$ cat config.mk
export PLATFORM = sky130hd
export DESIGN_NAME = infix_to_postfix_converter
export DESIGN_NICKNAME = d
export VERILOG_FILES = /design/src/rtl/core/itp_pkg.sv /design/src/rtl/core/itp_ram.sv /design/src/rtl/core/infix_to_postfix_converter.sv
export SDC_FILE = /design/constraint.sdc
export NUM_CORES = 1
export LEC_CHECK = 0
export ABC_AREA = 1
export BUFFER_PORTS_ARGS = -buffer_cell sky130_fd_sc_hd__buf_2
export CAP_MARGIN = 5
export CORE_MARGIN = 3
export CORE_UTILIZATION = 50
export DETAILED_ROUTE_END_ITERATION = 6
export GPL_ROUTABILITY_DRIVEN = 0
export PLACE_DENSITY_LB_ADDON = 0.12
export SLEW_MARGIN = 20
export SYNTH_ARGS = -nofsm -noshare
export SYNTH_HDL_FRONTEND = slang
export SYNTH_SLANG_ARGS = --single-unit
$ cat constraint.sdc
create_clock -name clk -period 4.9 [get_ports clk]
set_input_delay 0.735 -clock clk [delete_from_list [all_inputs] [get_ports clk]]
set_output_delay 0.735 -clock clk [all_outputs]
set_load 0.05 [all_outputs]
$ cat src/rtl/core/itp_pkg.sv
// ----------------------------------------------------------------------------
// itp_pkg
// Shared types, character codes and helper functions for the infix to
// postfix converter.
// ----------------------------------------------------------------------------
`default_nettype none

package itp_pkg;

    localparam logic [7:0] CH_PLUS  = 8'h2B;
    localparam logic [7:0] CH_MINUS = 8'h2D;
    localparam logic [7:0] CH_MUL   = 8'h2A;
    localparam logic [7:0] CH_DIV   = 8'h2F;
    localparam logic [7:0] CH_POW   = 8'h5E;
    localparam logic [7:0] CH_LPAR  = 8'h28;
    localparam logic [7:0] CH_RPAR  = 8'h29;
    localparam logic [7:0] CH_NUL   = 8'h00;

    typedef logic signed [2:0] prec_t;

    typedef enum logic [2:0] {
        S_IDLE  = 3'b001,
        S_WORK  = 3'b010,
        S_FLUSH = 3'b100
    } state_t;

    typedef enum logic [2:0] {
        ACT_POP,
        ACT_EMIT,
        ACT_PUSH,
        ACT_DROP,
        ACT_DONE
    } action_t;

    function automatic prec_t prec_of(input logic [7:0] c);
        prec_t p;
        unique case (c)
            CH_PLUS, CH_MINUS: p = 3'sd1;
            CH_MUL, CH_DIV:    p = 3'sd2;
            CH_POW:            p = 3'sd3;
            default:           p = -3'sd1;
        endcase
        return p;
    endfunction

    function automatic logic is_letter(input logic [7:0] c);
        return ((c >= 8'h61) && (c <= 8'h7A)) || ((c >= 8'h41) && (c <= 8'h5A));
    endfunction

endpackage

`default_nettype wire

$ cat src/rtl/core/itp_ram.sv
// ----------------------------------------------------------------------------
// itp_ram
// Generic single-port-write, single-port-read RAM with a registered read.
// ----------------------------------------------------------------------------
`default_nettype none

module itp_ram #(
    parameter int WIDTH = 8,
    parameter int DEPTH = 32
) (
    input  wire logic                     clk,
    input  wire logic                     wr_en,
    input  wire logic [$clog2(DEPTH)-1:0] wr_addr,
    input  wire logic [WIDTH-1:0]         wr_data,
    input  wire logic [$clog2(DEPTH)-1:0] rd_addr,
    output logic      [WIDTH-1:0]         rd_data
);

    logic [WIDTH-1:0] mem [DEPTH];

    always_ff @(posedge clk)
    begin
        if (wr_en)
        begin
            mem[wr_addr] <= wr_data;
        end
        rd_data <= mem[rd_addr];
    end

endmodule

`default_nettype wire

$ cat src/rtl/core/infix_to_postfix_converter.sv
// ----------------------------------------------------------------------------
// infix_to_postfix_converter
// Shunting-yard converter: infix characters in, postfix characters out.
// ----------------------------------------------------------------------------
// Input channel (in_valid/in_ready) carries one word per character, with
// end_of_expr marking the end of an expression. Output channel
// (out_valid/out_ready) carries the postfix characters; run_last marks the
// final word caused by an input word, overflow marks a dropped push, and a
// zero character terminates each expression.
// An input word is taken in S_IDLE and handled in S_WORK, which pops one
// operator off the stack per step, then S_FLUSH passes on the last word when
// it produced any. The operator stack lives in a RAM with a registered read,
// and the entry below the top is read while the top is emitted, so pops
// stream at one per cycle while the output does not stall.
// in_ready is high only while no word is in progress. The last produced
// word is held back in a pending register so that run_last can be set on it.
// Reset empties the stack and drops any pending output; the stack RAM
// itself is not cleared, as only written entries are ever used.
// A stall on the output holds the converter in place; nothing is lost.
// ----------------------------------------------------------------------------
`default_nettype none

module infix_to_postfix_converter
    import itp_pkg::*;
#(
    parameter int STACK_DEPTH = 32
) (
    input  wire logic       clk,
    input  wire logic       rst_n,
    input  wire logic       in_valid,
    output logic            in_ready,
    input  wire logic [7:0] char_in,
    input  wire logic       end_of_expr,
    output logic            out_valid,
    input  wire logic       out_ready,
    output logic      [7:0] char_out,
    output logic            run_last,
    output logic            overflow
);

    localparam int ADDR_W = $clog2(STACK_DEPTH);
    localparam int CNT_W  = $clog2(STACK_DEPTH + 1);

    state_t             state_reg, state_next;
    logic [CNT_W-1:0]   cnt_reg, cnt_next;
    logic               fresh_reg, fresh_next;
    logic               pend_valid_reg, pend_valid_next;
    logic               out_valid_reg, out_valid_next;
    logic [7:0]         char_reg, char_next;
    logic               end_reg, end_next;
    logic [7:0]         top_reg, top_next;
    logic [7:0]         pend_char_reg, pend_char_next;
    logic               pend_ovf_reg, pend_ovf_next;
    logic [7:0]         out_char_reg, out_char_next;
    logic               out_last_reg, out_last_next;
    logic               out_ovf_reg, out_ovf_next;

    logic               wr_en;
    logic [ADDR_W-1:0]  wr_addr;
    logic [ADDR_W-1:0]  rd_addr;
    logic [7:0]         rd_data;

    logic [7:0]         top_val;
    logic               has_items;
    logic               full;
    logic               out_free;
    logic               emit_ok;
    action_t            act;
    logic [7:0]         emit_char;
    logic               emit_ovf;

    itp_ram #(
        .WIDTH (8),
        .DEPTH (STACK_DEPTH)
    ) u_stack (
        .clk     (clk),
        .wr_en   (wr_en),
        .wr_addr (wr_addr),
        .wr_data (char_reg),
        .rd_addr (rd_addr),
        .rd_data (rd_data)
    );

    // Right after a pop the new top is still in the RAM read register.
    assign top_val   = fresh_reg ? rd_data : top_reg;
    assign has_items = (cnt_reg != '0);
    assign full      = (cnt_reg == CNT_W'(STACK_DEPTH));
    assign out_free  = !out_valid_reg || out_ready;
    assign emit_ok   = !pend_valid_reg || out_free;
    assign wr_addr   = cnt_reg[ADDR_W-1:0];
    assign rd_addr   = ADDR_W'(cnt_reg - CNT_W'(2));

    always_comb
    begin
        act       = ACT_DONE;
        emit_char = char_reg;
        emit_ovf  = 1'b0;
        if (end_reg)
        begin
            emit_char = CH_NUL;
            act       = has_items ? ACT_POP : ACT_EMIT;
        end
        else if (is_letter(char_reg))
        begin
            act = ACT_EMIT;
        end
        else if (char_reg == CH_LPAR)
        begin
            act      = full ? ACT_EMIT : ACT_PUSH;
            emit_ovf = 1'b1;
        end
        else if (char_reg == CH_RPAR)
        begin
            if (has_items && (top_val != CH_LPAR))
            begin
                act = ACT_POP;
            end
            else if (has_items)
            begin
                act = ACT_DROP;
            end
            else
            begin
                act = ACT_DONE;
            end
        end
        else
        begin
            emit_ovf = 1'b1;
            if (has_items && (prec_of(char_reg) <= prec_of(top_val)))
            begin
                act = ACT_POP;
            end
            else
            begin
                act = full ? ACT_EMIT : ACT_PUSH;
            end
        end
        if (act == ACT_POP)
        begin
            emit_char = top_val;
            emit_ovf  = 1'b0;
        end
    end

    always_comb
    begin
        state_next      = state_reg;
        cnt_next        = cnt_reg;
        fresh_next      = 1'b0;
        pend_valid_next = pend_valid_reg;
        out_valid_next  = out_valid_reg && !out_ready;
        char_next       = char_reg;
        end_next        = end_reg;
        top_next        = top_val;
        pend_char_next  = pend_char_reg;
        pend_ovf_next   = pend_ovf_reg;
        out_char_next   = out_char_reg;
        out_last_next   = out_last_reg;
        out_ovf_next    = out_ovf_reg;
        wr_en           = 1'b0;

        unique case (state_reg)
            S_IDLE:
            begin
                if (in_valid)
                begin
                    char_next  = char_in;
                    end_next   = end_of_expr;
                    state_next = S_WORK;
                end
            end
            S_WORK:
            begin
                if ((act == ACT_POP) || (act == ACT_EMIT))
                begin
                    if (emit_ok)
                    begin
                        // The held-back word is now known not to be the last.
                        if (pend_valid_reg)
                        begin
                            out_valid_next = 1'b1;
                            out_char_next  = pend_char_reg;
                            out_last_next  = 1'b0;
                            out_ovf_next   = pend_ovf_reg;
                        end
                        pend_valid_next = 1'b1;
                        pend_char_next  = emit_char;
                        pend_ovf_next   = emit_ovf;
                        if (act == ACT_POP)
                        begin
                            cnt_next   = cnt_reg - CNT_W'(1);
                            fresh_next = 1'b1;
                        end
                        else
                        begin
                            state_next = S_FLUSH;
                        end
                    end
                end
                else
                begin
                    if (act == ACT_PUSH)
                    begin
                        wr_en    = 1'b1;
                        top_next = char_reg;
                        cnt_next = cnt_reg + CNT_W'(1);
                    end
                    else if (act == ACT_DROP)
                    begin
                        cnt_next   = cnt_reg - CNT_W'(1);
                        fresh_next = 1'b1;
                    end
                    state_next = pend_valid_reg ? S_FLUSH : S_IDLE;
                end
            end
            S_FLUSH:
            begin
                if (out_free)
                begin
                    out_valid_next  = 1'b1;
                    out_char_next   = pend_char_reg;
                    out_last_next   = 1'b1;
                    out_ovf_next    = pend_ovf_reg;
                    pend_valid_next = 1'b0;
                    state_next      = S_IDLE;
                end
            end
            default:
            begin
                state_next = S_IDLE;
            end
        endcase
    end

    always_ff @(posedge clk or negedge rst_n)
    begin
        if (!rst_n)
        begin
            state_reg      <= S_IDLE;
            cnt_reg        <= '0;
            fresh_reg      <= 1'b0;
            pend_valid_reg <= 1'b0;
            out_valid_reg  <= 1'b0;
        end
        else
        begin
            state_reg      <= state_next;
            cnt_reg        <= cnt_next;
            fresh_reg      <= fresh_next;
            pend_valid_reg <= pend_valid_next;
            out_valid_reg  <= out_valid_next;
        end
    end

    always_ff @(posedge clk)
    begin
        char_reg      <= char_next;
        end_reg       <= end_next;
        top_reg       <= top_next;
        pend_char_reg <= pend_char_next;
        pend_ovf_reg  <= pend_ovf_next;
        out_char_reg  <= out_char_next;
        out_last_reg  <= out_last_next;
        out_ovf_reg   <= out_ovf_next;
    end

    assign in_ready  = (state_reg == S_IDLE);
    assign out_valid = out_valid_reg;
    assign char_out  = out_char_reg;
    assign run_last  = out_last_reg;
    assign overflow  = out_ovf_reg;

endmodule

`default_nettype wire
==> results.py <==
metrics = {
    "cts": {
        "cts_resized": 0,
        "cts_tree": "yes",
        "clkSinkCount": 312,
        "cts-root-buf": "clkbuf_16",
        "htree_levels": 2,
        "clk_pin_slew_ps": 60,
        "cts-buffers-inserted": 34,
        "insertion_delay_ps": 520,
        "postCtsSetupBuffers": 0,
        "cts_buffer_depth": 3,
        "cts_hold_buf": 0,
    },
    "timing": {
        "finClkSkew_ps": 26.4,
        "maxSlewHeadroom": 0.323,
        "hold_viol_final": 0,
        "min_period_ps": 4150,
        "drv_slew": 0,
        "setup_ws_ps": 748,
        "fmax_mhz": 241,
        "rsz0062_at_grt": "false",
        "period_share": 0.847,
        "finalSetupViolCount": 0,
        "setup_tns_ps": 0,
        "worst_pin_slew_ps": 1010,
    },
    "grt": {
        "grt_pass1_vias": 8450,
        "grtUsageTotal": 0.238,
        "overflow": 0,
        "antenna_found_initial": 0,
        "grt_pass1_wl_mm": 50.7,
        "grt_max_degree": 83,
    },
    "setup_path": {
        "regToRegEndpoint": "u_stack.mem[9][7]",
        "arrival_ps": 4290,
        "r2r_cells": 21,
        "path_class": "flop to flop",
        "cp-end-kind": "flop",
        "path_max_fanout": 19,
        "start_kind": "flop",
        "rr_startpoint": "fresh_reg",
        "reg2reg_slack_ps": 750,
        "crit_required_ps": 5040,
    },
    "drt": {
        "routed_wl_mm": 33.3,
        "drt-initial-drc-count": 768,
        "wl_per_cell_um": 22.9,
        "dr.pass1.iters": 5,
        "top_layer_used": "met4",
        "met1_length_mm": 14.2,
        "ant_nets": 0,
        "wl_met2_mm": 15.6,
        "dr_wl_met3_mm": 2.52,
        "routed_via_density": 5.95,
        "vias": 8651,
        "drcViolationCount": 0,
    },
    "floorplan": {
        "coreArea_um2": 25300,
        "die_x_um": 167,
        "ios": 25,
        "initial_core_util": 0.511,
        "num_rows": 58,
        "die_y_um": 167,
        "dieArea_um2": 27800,
    },
    "cells_and_area": {
        "multi_input_area_um2": 3290,
        "largest_register": "u_stack.mem",
        "syn_to_final_growth_pct": 11.7,
        "fillers": 2079,
        "diodes": 0,
        "finalNetCount": 1124,
        "fin_util": 0.571,
        "area.sequential_um2": 9160,
        "largest_reg_flops": 256,
        "drive_above_1_share": 0.100,
    },
    "pwr": {
        "ir_drop_mv": 0.379,
        "p_per_area_nw_per_um2": 612,
        "power.internal_w": 0.00546,
        "p_seq_frac": 0.381,
        "p_leak_nw": 5.05,
        "finalPower_w": 0.00884,
        "p_sw_w": 0.00338,
        "clockPowerShare": 0.274,
        "switching_share": 0.383,
        "p_comb_frac": 0.345,
    },
    "synth": {
        "synth_area_um2": 12900,
        "yosys.area.top_type": "edfxtp_1",
        "postSynthCellCount": 1077,
        "netlist_top_cells_area": "edfxtp_1, o21ai_0, nor2_1",
        "synth_area_per_cell_um2": 12.0,
        "yosys_warnings": 0,
        "synth_top_area_frac": 0.659,
        "ys_ff_latch": 312,
        "yosysUniqueCellTypes": 37,
        "ys_seq_area_frac": 0.707,
        "synth.net_count": 1100,
    },
    "worst_hold_path": {
        "hp-class": "input port to asynchronous set/reset pin",
    },
    "placement": {
        "dp_hpwl_mm": 20.6,
        "pre_cts_slack_ps": 748,
        "portBuffers": 24,
    },
    "outcome": {
        "outcome": "completed",
    },
    "job": {
        "cap_viol_max_count": 0,
    },
}
critical path, stage by stage (launching register included):
cell,delay [ps]
dfrtp_1,550
inv_1,140
nand2_1,80
nand2_1,110
nor2_1,170
inv_1,70
o31ai_1,220
nand2_1,100
nand3_1,80
ha_1,240
or2_2,310
nand3_1,80
nand2_1,50
nand2_1,50
nand2_1,60
nand2_1,70
nand2_2,90
inv_4,110
nand2_8,80
nor2_8,300
nand2_4,220
nor2_1,590
power groups by stage:
| stage | clock (W) | sequential, W | combinational, W |
|---|---|---|---|
| finish | 0.00242 | 0.00337 | 0.00305 |
| global route | 0.00255 | 0.00339 | 0.00333 |
| CTS | 0.00246 | 0.00337 | 0.00304 |
| detailed placement | 0 | 0.00343 | 0.00303 |
| global placement | 0 | 0.00342 | 0.00303 |
| floorplan | 0 | 0.00344 | 0.00197 |
layout by cell type, fill, tap and decap left out, types with 3 or more instances in the layout:
| cell type | n |
|---|---|
| a21oi_1 | 6 |
| o211ai_1 | 9 |
| ha_1 | 10 |
| nand2_1 | 115 |
| buf_4 | 21 |
| edfxtp_1 | 284 |
| clkinv_1 | 7 |
| nor3_1 | 4 |
| dfrtp_1 | 9 |
| nand4_1 | 7 |
| o221ai_1 | 55 |
| nand3_1 | 44 |
| clkbuf_8 | 3 |
| xor2_1 | 5 |
| o21ai_2 | 3 |
| buf_2 | 24 |
| o21ai_0 | 149 |
| o21ai_1 | 4 |
| nor2_1 | 189 |
| dfxtp_1 | 16 |
| inv_1 | 61 |
| o22ai_1 | 9 |
| clkinv_2 | 5 |
| clkbuf_1 | 9 |
| clkbuf_16 | 35 |
| nand2_4 | 5 |
| a31oi_1 | 16 |
Yosys cell counts:
cell type / count
o211ai_1: 9
nand4_1: 7
inv_4: 1
o21ai_2: 3
a21oi_1: 6
nor2_8: 1
nand2_2: 2
nand2_1: 115
nor2_1: 189
a22oi_1: 1
nand3_1: 44
buf_12: 1
xor2_1: 5
o21ai_1: 4
o31ai_1: 1
dfxtp_1: 16
buf_2: 4
nand2_4: 5
a31oi_1: 16
dfstp_2: 1
or2_2: 2
o21ai_0: 149
nand3_2: 1
nor2_2: 1
nor3_1: 4
nand2_8: 1
ha_1: 10
o221ai_1: 55
inv_1: 63
xnor2_1: 2
buf_6: 1
edfxtp_1: 284
dfrtp_1: 11
clkbuf_1: 47
clkinv_1: 2
buf_1: 4
o22ai_1: 9
area by class of cell:
class | count | area share
Inverter | 66 | 0.0174
Timing Repair Buffer | 45 | 0.0192
Sequential cell | 312 | 0.634
Clock inverter | 13 | 0.00762
Multi-Input combinational cell | 642 | 0.228
Clock buffer | 47 | 0.0658
Tap cell | 330 | 0.0286
layer usage:
metal	global-route usage	vias up
met4	0.0768	0
met2	0.382	376
met1	0.332	4237
met3	0.0430	75
met5	0	-
li1	-	3963
logic make-up after synthesis:
kind of cell,synth area share
AO/OA/AOI/OAI,0.119
flip-flops,0.707
AND/OR/NAND/NOR,0.121
adder cells (fa/ha/maj),0.00967
XOR/XNOR,0.00474
buffers and inverters,0.0381
how the worst max path moves through the flow:
stage / cells past startpoint / from / to / slack (ps)
2_1_floorplan: 19 / char_reg[1] / u_stack.mem[28][0] / 1310
3_3_place_gp: 20 / fresh_reg / u_stack.mem[5][4] / 860
3_5_place_dp: 19 / fresh_reg / u_stack.mem[19][6] / 750
4_1_cts: 19 / fresh_reg / u_stack.mem[19][3] / 720
5_1_grt: 20 / fresh_reg / u_stack.mem[19][3] / 310
6_report: 21 / fresh_reg / u_stack.mem[9][7] / 750
per-stage QoR:
step	instances	hold WS [ps]	instance area, um^2
floorplan	1077	400	12900
global placement	1395	404	13400
detailed placement	1395	405	13400
CTS	1455	129	14500
global route	1455	142	14500
finish	1455	126	14500
Power figures use the tool's default switching activity.
